$ cat src/design/mbrf_pkg.sv
// Package for the multi-byte ring FIFO: request and result structs, request codes,
// control and status structs shared by the controller and the datapath.
// Depends on nothing.
package mbrf_pkg;

    localparam int DATA_W    = 64;
    localparam int LEN_W     = 4;
    localparam int COUNT_W   = 11;
    localparam int LOG_W     = 4;
    localparam int LANE_W    = 3;
    localparam logic [LOG_W-1:0] SIZE_LOG2_RESET = 4'd10;

    localparam logic [2:0] REQ_WRITE = 3'd0;
    localparam logic [2:0] REQ_READ  = 3'd1;
    localparam logic [2:0] REQ_PEEK  = 3'd2;
    localparam logic [2:0] REQ_SKIP  = 3'd3;
    localparam logic [2:0] REQ_CLEAR = 3'd4;

    typedef struct packed {
        logic [2:0]        req_type;
        logic [LEN_W-1:0]  length;
        logic [DATA_W-1:0] write_data;
    } req_t;

    typedef struct packed {
        logic               status;
        logic [DATA_W-1:0]  read_data;
        logic [LEN_W-1:0]   done_length;
        logic [COUNT_W-1:0] used_count;
        logic [COUNT_W-1:0] free_count;
        logic               empty_flag;
        logic               full_flag;
    } rsp_t;

    typedef struct packed {
        logic load;
        logic wr_byte;
        logic rd_byte;
        logic commit;
    } ctl_cmd_t;

    typedef struct packed {
        logic op_write;
        logic op_read;
        logic refused;
        logic zero_len;
        logic last_byte;
    } dp_stat_t;

endpackage

$ cat src/design/mbrf_ctrl.sv
// Controller state machine of the ring FIFO: sequences one transaction byte by byte.
// Depends on mbrf_pkg.
module mbrf_ctrl (
    input  logic               clk,
    input  logic               rst_n,
    input  logic               start,
    output logic               busy,
    input  mbrf_pkg::dp_stat_t stat,
    output mbrf_pkg::ctl_cmd_t cmd
);

    typedef enum logic [5:0] {
        ST_IDLE   = 6'b000001,
        ST_EVAL   = 6'b000010,
        ST_WRITE  = 6'b000100,
        ST_READ   = 6'b001000,
        ST_DRAIN  = 6'b010000,
        ST_COMMIT = 6'b100000
    } state_t;

    state_t state_reg;
    state_t state_next;

    always_ff @(posedge clk or negedge rst_n)
    begin
        if (!rst_n)
        begin
            state_reg <= ST_IDLE;
        end
        else
        begin
            state_reg <= state_next;
        end
    end

    always_comb
    begin
        state_next = state_reg;
        cmd        = '0;
        unique case (state_reg)
            ST_IDLE:
            begin
                if (start)
                begin
                    cmd.load   = 1'b1;
                    state_next = ST_EVAL;
                end
            end
            ST_EVAL:
            begin
                if (stat.refused || stat.zero_len)
                begin
                    state_next = ST_COMMIT;
                end
                else if (stat.op_write)
                begin
                    state_next = ST_WRITE;
                end
                else if (stat.op_read)
                begin
                    state_next = ST_READ;
                end
                else
                begin
                    state_next = ST_COMMIT;
                end
            end
            ST_WRITE:
            begin
                cmd.wr_byte = 1'b1;
                if (stat.last_byte)
                begin
                    state_next = ST_COMMIT;
                end
            end
            ST_READ:
            begin
                cmd.rd_byte = 1'b1;
                if (stat.last_byte)
                begin
                    state_next = ST_DRAIN;
                end
            end
            ST_DRAIN:
            begin
                state_next = ST_COMMIT;
            end
            ST_COMMIT:
            begin
                cmd.commit = 1'b1;
                state_next = ST_IDLE;
            end
            default:
            begin
                state_next = ST_IDLE;
            end
        endcase
    end

    assign busy = (state_reg != ST_IDLE);

    a_load_only_idle: assert property (@(posedge clk) disable iff (!rst_n)
        cmd.load |-> !busy)
        else $error("Transaction loaded while busy.");

    a_commit_returns_idle: assert property (@(posedge clk) disable iff (!rst_n)
        cmd.commit |=> !busy)
        else $error("Controller did not return to idle after commit.");

    a_eval_follows_load: assert property (@(posedge clk) disable iff (!rst_n)
        cmd.load |=> state_reg == ST_EVAL)
        else $error("Evaluation step skipped after load.");

endmodule

$ cat config.mk
export PLATFORM = sky130hd
export DESIGN_NAME = mbrf_ctrl
export DESIGN_NICKNAME = d
export VERILOG_FILES = /design/src/design/mbrf_pkg.sv /design/src/design/mbrf_ctrl.sv
export SDC_FILE = /design/constraint.sdc
export NUM_CORES = 1
export LEC_CHECK = 0
export BUFFER_PORTS_ARGS = -buffer_cell sky130_fd_sc_hd__buf_2
export CORE_AREA = 2 2 39 41
export DETAILED_ROUTE_END_ITERATION = 8
export DIE_AREA = 0 0 41 43
export HOLD_SLACK_MARGIN = 0.12
export SLEW_MARGIN = 20
export SYNTH_ARGS = -nofsm -noshare
export SYNTH_HDL_FRONTEND = slang
export SYNTH_SLANG_ARGS = --single-unit
$ cat constraint.sdc
create_clock -name clk -period 2.4 [get_ports clk]
set_input_delay 0.24 -clock clk [delete_from_list [all_inputs] [get_ports clk]]
set_output_delay 0.24 -clock clk [all_outputs]
set_load 0.01 [all_outputs]
==> reports/metrics.yaml, run 1 <==
outcome:
  status: "complete, no violations"
power_and_ir_drop:
  leakagePower_nw: 0.253
  p_clk_frac: 0.245
  p_int_mw: 0.270
  p_sw_frac: 0.339
  total_power_mw: 0.408
  power_density_mw_per_mm2: 840
  vdd_drop_max_mv: 0.498
  p_sw_mw: 0.138
  combPwrFrac: 0.393
  seq_power_share: 0.362
global_route:
  first_global_vias: 308
  grt_max_degree: 8
  grt_usage: 0.112
  grt_pass1_wl_um: 1260
  gr-total-overflow: 0
  grt_antenna_before_repair: 0
yosys:
  yosysSeqAreaShare: 0.405
  synth_top_area_frac: 0.334
  synth_area_um2: 374
  synth_nets: 49
  synth_top_cell_by_area: "dfrtp_1"
  synth_cell_types: 25
  synth_warnings: 0
  ys_ff_latch: 6
  syn_inst: 41
  syn_avg_cell_area_um2: 9.12
  netlist_top_cells_area: "dfrtp_1 (33%), dfstp_2 (7.0%), and3_1 (5.0%), nor2_1 (5.0%), o32ai_1 (4.7%)"
clock_tree:
  insertion_delay_ns: 0.24
  root_buffer: "clkbuf_4"
  cts_tree: "built"
  ctsHtreeMaxLevel: 1
  clkSlewWorstSetupHoldPaths_ns: 0.04
  cts_sinks: 6
  clk_path_buf_depth: 2
  cts_buffers: 3
die:
  rows: 14
  core_area_mm2: 0.00138
  die_w_um: 41
  start_util: 0.270
  die_area_mm2: 0.00176
  io_pins: 13
  dieHeight_um: 43
setup_path:
  cp.arrival_ns: 1.47
  worstSetupStartpointType: "flop"
  rr_worst_depth: 3
  worst_ep_required_time_ns: 2.16
  worstSetupPathType: "reg2out"
  r2r_setup_slack_ns: 1.03
  cp_max_fo: 5
  cp-end-kind: "output pin"
placed_design:
  port_buffers: 12
  place.gp.congestion: 0.732
  hpwl_um: 586
layout:
  fillerInstances: 150
  fin_nets: 66
  antenna_cells: 0
  drive_above_1_share: 0.333
  largest_reg_flops: 6
  syn2layout_area_growth_pct: 29.8
detailed_routing:
  m1WireLength_um: 369
  dr.first_iter.drc_count: 3
  drc: 0
  highest-signal-layer: "met4"
  routed_wl_um: 734
  num_vias: 349
  dr.pass1.iters: 2
  routed-wl-met2_um: 289
  wl_met3_um: 65
  antenna_left: 0
  wl_per_cell_um: 10.1
  viasPerCell: 4.78
sta:
  hold_viol: 0
  setup_viol: 0
  fin_crit_sh: 0.713
  report.final.slew_viol_count: 0
  clock_skew_ns: 0.000921
  rsz0062_at_grt: "no"
  final.setup.tns_ns: 0
  fmaxAchievable_mhz: 584
  fin_hold_ws_ns: 0.225
  worst_pin_slew_ns: 0.403
  max_slew_margin: 0.729
  finalCriticalPeriod_ns: 1.71
flow_run:
  drv_cap: 0
worst_hold_path:
  hold_path_class: "in2reg"
  min_path_cells: 2
-- final timing paths --
path                                     startpoint                       end
max                        state_reg[1]$_DFFE_PN0P_                    cmd[1]
min                                           start  state_reg[0]$_DFFE_PN1P_
max reg2reg                state_reg[1]$_DFFE_PN0P_  state_reg[5]$_DFFE_PN0P_
min reg2reg                state_reg[5]$_DFFE_PN0P_  state_reg[0]$_DFFE_PN1P_
max in group asynchronous                     rst_n  state_reg[0]$_DFFE_PN1P_
min in group asynchronous                     rst_n  state_reg[3]$_DFFE_PN0P_
-- Yosys cell counts --
master / number
inv_1: 2
and2_1: 1
nand3_1: 2
and3_1: 3
nand2_1: 2
and2b_1: 1
nor2_2: 1
o21ai_0: 1
a21oi_1: 1
nor2b_1: 1
dfstp_2: 1
nor4_2: 1
o21a_1: 1
or4_4: 1
o311ai_1: 1
buf_2: 1
o221ai_1: 1
dfrtp_1: 5
o32ai_1: 2
nor3_1: 1
a211oi_1: 1
nor2_1: 5
xor2_1: 2
o211a_1: 1
nand2b_1: 2
-- critical path, cell delays in order, from the launching register on --
cell,delay [ns]
dfrtp_1,0.39
or4_4,0.58
nor2_2,0.13
buf_2,0.13
-- power by group through the flow --
stage               Clock, mW  Combinational, mW  Sequential [mW]
detailed placement          0              0.161            0.149
CTS                     0.104              0.163            0.148
global route            0.112              0.183            0.152
global placement            0              0.162            0.149
floorplan                   0              0.119            0.144
finish                  0.100              0.160            0.148
-- routing by layer --
metal | GRT usage | vias to the layer above
met4 | 0.0600 | 0
met1 | 0.158 | 150
li1 | - | 183
met2 | 0.131 | 13
met3 | 0.0628 | 3
met5 | 0 | -
-- cell type report --
class | count | area, um2 | area share
Sequential cell | 6 | 151 | 0.312
Tap cell | 16 | 20.0 | 0.0412
Timing Repair Buffer | 13 | 70.1 | 0.144
Multi-Input combinational cell | 32 | 210 | 0.433
Inverter | 2 | 7.51 | 0.0155
Clock buffer | 4 | 26.3 | 0.0541
-- layout by cell type, fill, tap and decap left out, types with 2 or more instances in the layout --
master	instances
and3_1	3
buf_2	12
nand2b_1	2
clkbuf_4	3
nand3_1	2
xor2_1	2
nor2_1	5
inv_1	2
o32ai_1	2
nand2_1	2
dfrtp_1	5
-- what timing repair did --
item | in CTS | in global routing
resized for setup | 0 | 0
hold buffers | 1 | 0
setup buffers | 0 | 0
hold endpoints to repair | 6 | 0
-- kinds of logic (layout without fill, tap and decap cells) --
logic type | count (synthesis) | count (layout) | share of synthesized area
AND/OR/NAND/NOR | 21 | 21 | 0.328
AO/OA/AOI/OAI | 9 | 9 | 0.187
flip-flops | 6 | 6 | 0.405
buffers and inverters | 3 | 19 | 0.0334
XOR/XNOR | 2 | 2 | 0.0468
-- per-stage QoR --
stage,instances,area [um2],worst slack [ns],util
global placement,68,449,0.954,0.325
finish,73,485,0.689,0.351
global route,73,485,0.564,0.351
detailed placement,68,449,0.947,0.325
floorplan,41,374,1.03,-
CTS,73,485,0.677,0.351
Note: power is estimated with default switching activity, not from simulation.
==> run 2, diff against run 1 <==
- clock period: 2.4 -> 1.4 ns (I/O delays scaled with it)
==> reports/metrics.yaml, run 2 (same netlist as run 1, synthesis figures left out) <==
placed_design:
  port_buffers: 12  # unchanged
  place.gp.congestion: 0.757  # was 0.732
  post-place-ws_ns: 0.0267  # was 0.947 ns
  hpwl_um: 649  # was 586 um
sta:
  clock_skew_ns: 0.00964  # was 0.000921 ns
  report.final.slew_viol_count: 0  # unchanged
  setup_viol: 8  # was 0
  setup_slack_ns: -0.157  # was 0.689 ns
  fin_crit_sh: 1.11
  worst_pin_slew_ns: 0.394  # was 0.403 ns
  hold_viol: 0  # unchanged
  fmaxAchievable_mhz: 642
  max_slew_margin: 0.737  # was 0.729
  rsz0062_at_grt: "yes"  # was no
  finalCriticalPeriod_ns: 1.56
flow_run:
  drv_cap: 0  # unchanged
global_route:
  grt_usage: 0.158  # was 0.112
  grt_use_met2: 0.253  # was 0.131
  gr-total-overflow: 0  # unchanged
  grt_antenna_before_repair: 0  # unchanged
  grt_max_degree: 8  # unchanged
  grt_pass1_wl_um: 1780  # was 1260 um
  busiest_layer: "met2"  # was met1
  grt_util_met3: 0.0157  # was 0.0628
  first_global_vias: 390  # was 308
  use_met1: 0.188  # was 0.158
setup_path:
  cp_max_fo: 3  # was 5
  cp-end-kind: "output pin"  # unchanged
  crit_path_cell_trace: "or4_4, nor2_4, buf_6"  # was or4_4, nor2_2, buf_2
  worstSetupStartpointType: "flop"  # unchanged
  critical_path.max_stage_delay_ns: 0.57  # was 0.58 ns
  cp.arrival_ns: 1.42  # was 1.47 ns
  slowest_stage: "or4_4"  # unchanged
  worstSetupPathType: "reg2out"  # unchanged
  worst_ep_required_time_ns: 1.26  # was 2.16 ns
die:
  die_area_mm2: 0.00176  # unchanged
  start_util: 0.270  # unchanged
  io_pins: 13  # unchanged
  core_area_mm2: 0.00138  # unchanged
  die_w_um: 41  # unchanged
  dieHeight_um: 43  # unchanged
  rows: 14  # unchanged
clock_tree:
  insertion_delay_ns: 0.25  # was 0.24 ns
  ctsHtreeMaxLevel: 1  # unchanged
  clkSlewWorstSetupHoldPaths_ns: 0.04  # about the same
  cts_sinks: 6  # unchanged
  cts_tree: "built"  # unchanged
  clk_path_buf_depth: 2  # unchanged
  root_buffer: "clkbuf_4"  # unchanged
  cts_buffers: 3  # unchanged
detailed_routing:
  drc: 0  # unchanged
  routed_wl_um: 1230  # was 734 um
  dr.first_iter.drc_count: 5  # was 3
  num_vias: 410  # was 349
  dr.pass1.iters: 2  # unchanged
  viasPerCell: 4.82  # was 4.78
  wl_per_cell_um: 14.5  # was 10.1 um
  antenna_left: 0  # unchanged
outcome:
  violations: "setup timing"
  status: "complete, but fails checks"  # was complete, no violations
power_and_ir_drop:
  leakagePower_nw: 0.330  # was 0.253 nW
  vdd_drop_max_mv: 0.930  # was 0.498 mV
  power_density_mw_per_mm2: 1390  # was 840 mW/mm2
layout:
  drive_above_1_share: 0.580  # was 0.333
  antenna_cells: 0  # unchanged
  syn2layout_area_growth_pct: 78.3  # was 29.8%
  fin_util: 0.482  # was 0.351
  largest_reg_flops: 6  # unchanged
  fin_nets: 78  # was 66
  final_cell_mix: "buf_2 (11), buf_4 (9), dfrtp_1 (5)"  # was buf_2 (12), nor2_1 (5), dfrtp_1 (5)
  regArea_um2: 151  # unchanged
  multi_input_area_um2: 284  # was 210 um2
  fillerInstances: 140  # was 150
  layout_commonest_cell: "buf_2"  # unchanged
worst_hold_path:
  hold_path_class: "in2reg"  # unchanged
## run 2: cell count changes in the layout (fill, tap and decap cells not counted), moves of 2 or more
cell,previous run,this run
buf_4,0,9
buf_6,0,4
nor2_1,5,3
nor2_4,0,2
o32ai_1,2,0
o32ai_2,0,2
## run 2: cell type report
class	count	share of cell area
multi-input combinational	32	0.426
tap	16	0.0300
clock buffer	4	0.0394
timing repair buffer	25	0.266
sequential	6	0.227
inverter	2	0.0113
## run 2: path summary, 6_finish.rpt
check / start / to / slack (ns) / depth (start not counted)
worst max-delay path: state_reg[1]$_DFFE_PN0P_ / cmd[1] / -0.16 / 3
worst min-delay path: start / state_reg[0]$_DFFE_PN1P_ / 0.12 / 2
worst max register to register: state_reg[1]$_DFFE_PN0P_ / state_reg[2]$_DFFE_PN0P_ / -0.04 / 3
worst min register to register: state_reg[5]$_DFFE_PN0P_ / state_reg[0]$_DFFE_PN1P_ / 0.66 / 3
max in group asynchronous: rst_n / state_reg[0]$_DFFE_PN1P_ / 0.93 / 2
min in group asynchronous: rst_n / state_reg[3]$_DFFE_PN0P_ / 0.24 / 2
## run 2: through the flow
stage          setup TNS [ns]  instance area [um2]  power (mW)  hold WS, ns  std cells
2_1_floorplan               0                  374       0.451       -0.156         41
3_5_place_dp                0                  464       0.540      -0.0300         70
5_1_grt                -0.909                  667       0.987        0.125         85
3_3_place_gp                0                  464       0.534      -0.0322         70
6_report               -0.569                  667       0.925        0.124         85
4_1_cts                -0.534                  597       0.795        0.151         80
## run 2: repair_timing
item	CTS	global route
endpoints found under the hold margin	6	0
gates resized for setup	10	7
pin swaps	6	2
buffers inserted	5	5
setup endpoints to repair	5	9
hold buffers	1	0
## run 2: layer usage
metal | vias to the layer above | wire length [um]
met3 | 3 | 57
met5 | - | 0
met1 | 186 | 460
met4 | 0 | 22
li1 | 208 | -
met2 | 13 | 688
## run 2: critical path: cells and delay by family (launching register included)
family        cells  cell delay [ns]
buf+inv           1             0.11
flops             1             0.37
simple gates      2             0.69
## run 2: where the power goes
part | switching (mW) | internal, mW | total, mW | leakage (nW)
Sequential | 0.0383 | 0.219 | 0.257 | 0.0791
Combinational | 0.228 | 0.267 | 0.495 | 0.236
Clock | 0.0642 | 0.108 | 0.172 | 0.0150
Total | 0.331 | 0.594 | 0.925 | 0.330
==> run 3, diff against run 2 <==
- RECOVER_POWER: default -> 25
==> reports/metrics.yaml, run 3 (same netlist as run 1, synthesis figures left out) <==
outcome:
  status: "complete, but fails checks"  # unchanged
  violations: "setup timing"  # unchanged
setup_path:
  r2r_start: "state_reg[1]$_DFFE_PN0P_"  # unchanged
  cp.arrival_ns: 1.42  # about the same
  worstSetupStartpointType: "flop"  # unchanged
  cp_max_fo: 3  # unchanged
  critical_path.max_stage_delay_ns: 0.57  # about the same
  cp-endpoint: "cmd[1]"  # unchanged
  cp.depth: 3  # unchanged
  startpoint: "state_reg[1]$_DFFE_PN0P_"  # unchanged
  cp-end-kind: "output pin"  # unchanged
  worstSetupPathType: "reg2out"  # unchanged
  rr_worst_depth: 3  # unchanged
  slowest_stage: "or4_4"  # unchanged
  path_buf_inv: 1  # unchanged
  reg2reg_to: "state_reg[2]$_DFFE_PN0P_"  # unchanged
  r2r_setup_slack_ns: -0.04  # about the same
  critical_path.top_delay_family: "simple AND/OR/NAND/NOR gates"  # unchanged
  crit_path_cell_trace: "or4_4, nor2_4, buf_6"  # unchanged
  worst_ep_required_time_ns: 1.26  # about the same
die:
  io_pins: 13  # unchanged
  die_area_mm2: 0.00176  # unchanged
  rows: 14  # unchanged
  core_area_mm2: 0.00138  # unchanged
  dieHeight_um: 43  # unchanged
  die_w_um: 41  # unchanged
  start_util: 0.270  # unchanged
clock_tree:
  insertion_delay_ns: 0.25  # about the same
  ctsHtreeMaxLevel: 1  # unchanged
  clkSlewWorstSetupHoldPaths_ns: 0.04  # about the same
  clk_path_buf_depth: 2  # unchanged
  root_buffer: "clkbuf_4"  # unchanged
  cts_tree: "built"  # unchanged
  cts_buffers: 3  # unchanged
  cts_sinks: 6  # unchanged
detailed_routing:
  wl_per_cell_um: 14.4  # was 14.5 um
  antenna_left: 0  # unchanged
  num_vias: 408  # was 410
  viasPerCell: 4.80  # was 4.82
  dr.first_iter.drc_count: 4  # was 5
  routed_wl_um: 1230  # about the same
  drc: 0  # unchanged
  dr.pass1.iters: 2  # unchanged
sta:
  final.setup.tns_ns: -0.569  # unchanged
  rsz0062_at_grt: "yes"  # unchanged
  clock_skew_ns: 0.00964  # unchanged
  max_slew_margin: 0.737  # unchanged
  report.final.slew_viol_count: 0  # unchanged
  worst_pin_slew_ns: 0.394  # unchanged
  fin_crit_sh: 1.11  # unchanged
  finalCriticalPeriod_ns: 1.56  # unchanged
  setup_slack_ns: -0.157  # unchanged
  setup_viol: 8  # unchanged
  hold_viol: 0  # unchanged
  fin_hold_ws_ns: 0.124  # unchanged
  fmaxAchievable_mhz: 642  # unchanged
layout:
  fin_nets: 78  # unchanged
  largest_reg_flops: 6  # unchanged
  regArea_um2: 151  # unchanged
  drive_above_1_share: 0.565  # was 0.580
  fin_area_um2: 666  # was 667 um2
  syn2layout_area_growth_pct: 77.9  # was 78.3%
  final_cell_mix: "buf_2 (10), buf_4 (9), dfrtp_1 (5)"  # was buf_2 (11), buf_4 (9), dfrtp_1 (5)
  antenna_cells: 0  # unchanged
  fillerInstances: 141  # was 140
  multi_input_area_um2: 284  # unchanged
  layout_commonest_cell: "buf_2"  # unchanged
global_route:
  first_global_vias: 390  # unchanged
  grt_usage: 0.158  # unchanged
  grt_antenna_before_repair: 0  # unchanged
  grt_max_degree: 8  # unchanged
  grt_pass1_wl_um: 1780  # unchanged
  gr-total-overflow: 0  # unchanged
placed_design:
  hpwl_um: 649  # unchanged
  place.gp.congestion: 0.757  # unchanged
  place_area_um2: 464  # unchanged
  port_buffers: 12  # unchanged
  post-place-ws_ns: 0.0267  # unchanged
worst_hold_path:
  hold_path_class: "in2reg"  # unchanged
  min_path_cells: 2  # unchanged
power_and_ir_drop:
  vdd_drop_max_mv: 0.930  # about the same
  power_density_mw_per_mm2: 1390  # about the same
  leakagePower_nw: 0.327  # was 0.330 nW
flow_run:
  drv_cap: 0  # unchanged
==> run 3: power breakdown <==
group	leakage (nW)	switching (mW)	internal, mW
combinational	0.233	0.228	0.266
clock	0.0150	0.0642	0.108
sequential	0.0791	0.0383	0.219
total	0.327	0.331	0.594
==> run 3: cell type report <==
class | count | share of cell area
Sequential cell | 6 | 0.227
Multi-Input combinational cell | 32 | 0.427
Clock buffer | 4 | 0.0395
Timing Repair Buffer | 25 | 0.265
Tap cell | 16 | 0.0301
Inverter | 2 | 0.0113
==> run 3: how the worst min path moves through the flow <==
stage | end | start
detailed placement | state_reg[1]$_DFFE_PN0P_ | rst_n
finish | state_reg[0]$_DFFE_PN1P_ | start
global placement | state_reg[1]$_DFFE_PN0P_ | rst_n
floorplan | state_reg[1]$_DFFE_PN0P_ | rst_n
CTS | state_reg[2]$_DFFE_PN0P_ | stat[4]
global route | state_reg[0]$_DFFE_PN1P_ | start
==> run 3: routing by layer <==
metal	vias up	track usage	wire length [um]
met1	184	0.188	458
met2	13	0.253	688
met5	-	0	0
met4	0	0.100	22
li1	208	-	-
met3	3	0.0157	57
==> run 3: timing repair <==
action | 4_1_cts | 5_1_grt
endpoints found under the setup margin | 5 | 9
pin swaps | 6 | 2
setup buffers | 5 | 5
hold endpoints to repair | 6 | 0
hold buffers | 1 | 0
gates resized for setup | 10 | 7
==> run 3: metrics by stage <==
step / instances / utilization / power [mW]
finish: 85 / 0.481 / 0.924
global route: 85 / 0.481 / 0.987
CTS: 80 / 0.431 / 0.795
detailed placement: 70 / 0.335 / 0.540
global placement: 70 / 0.335 / 0.534
floorplan: 41 / - / 0.451
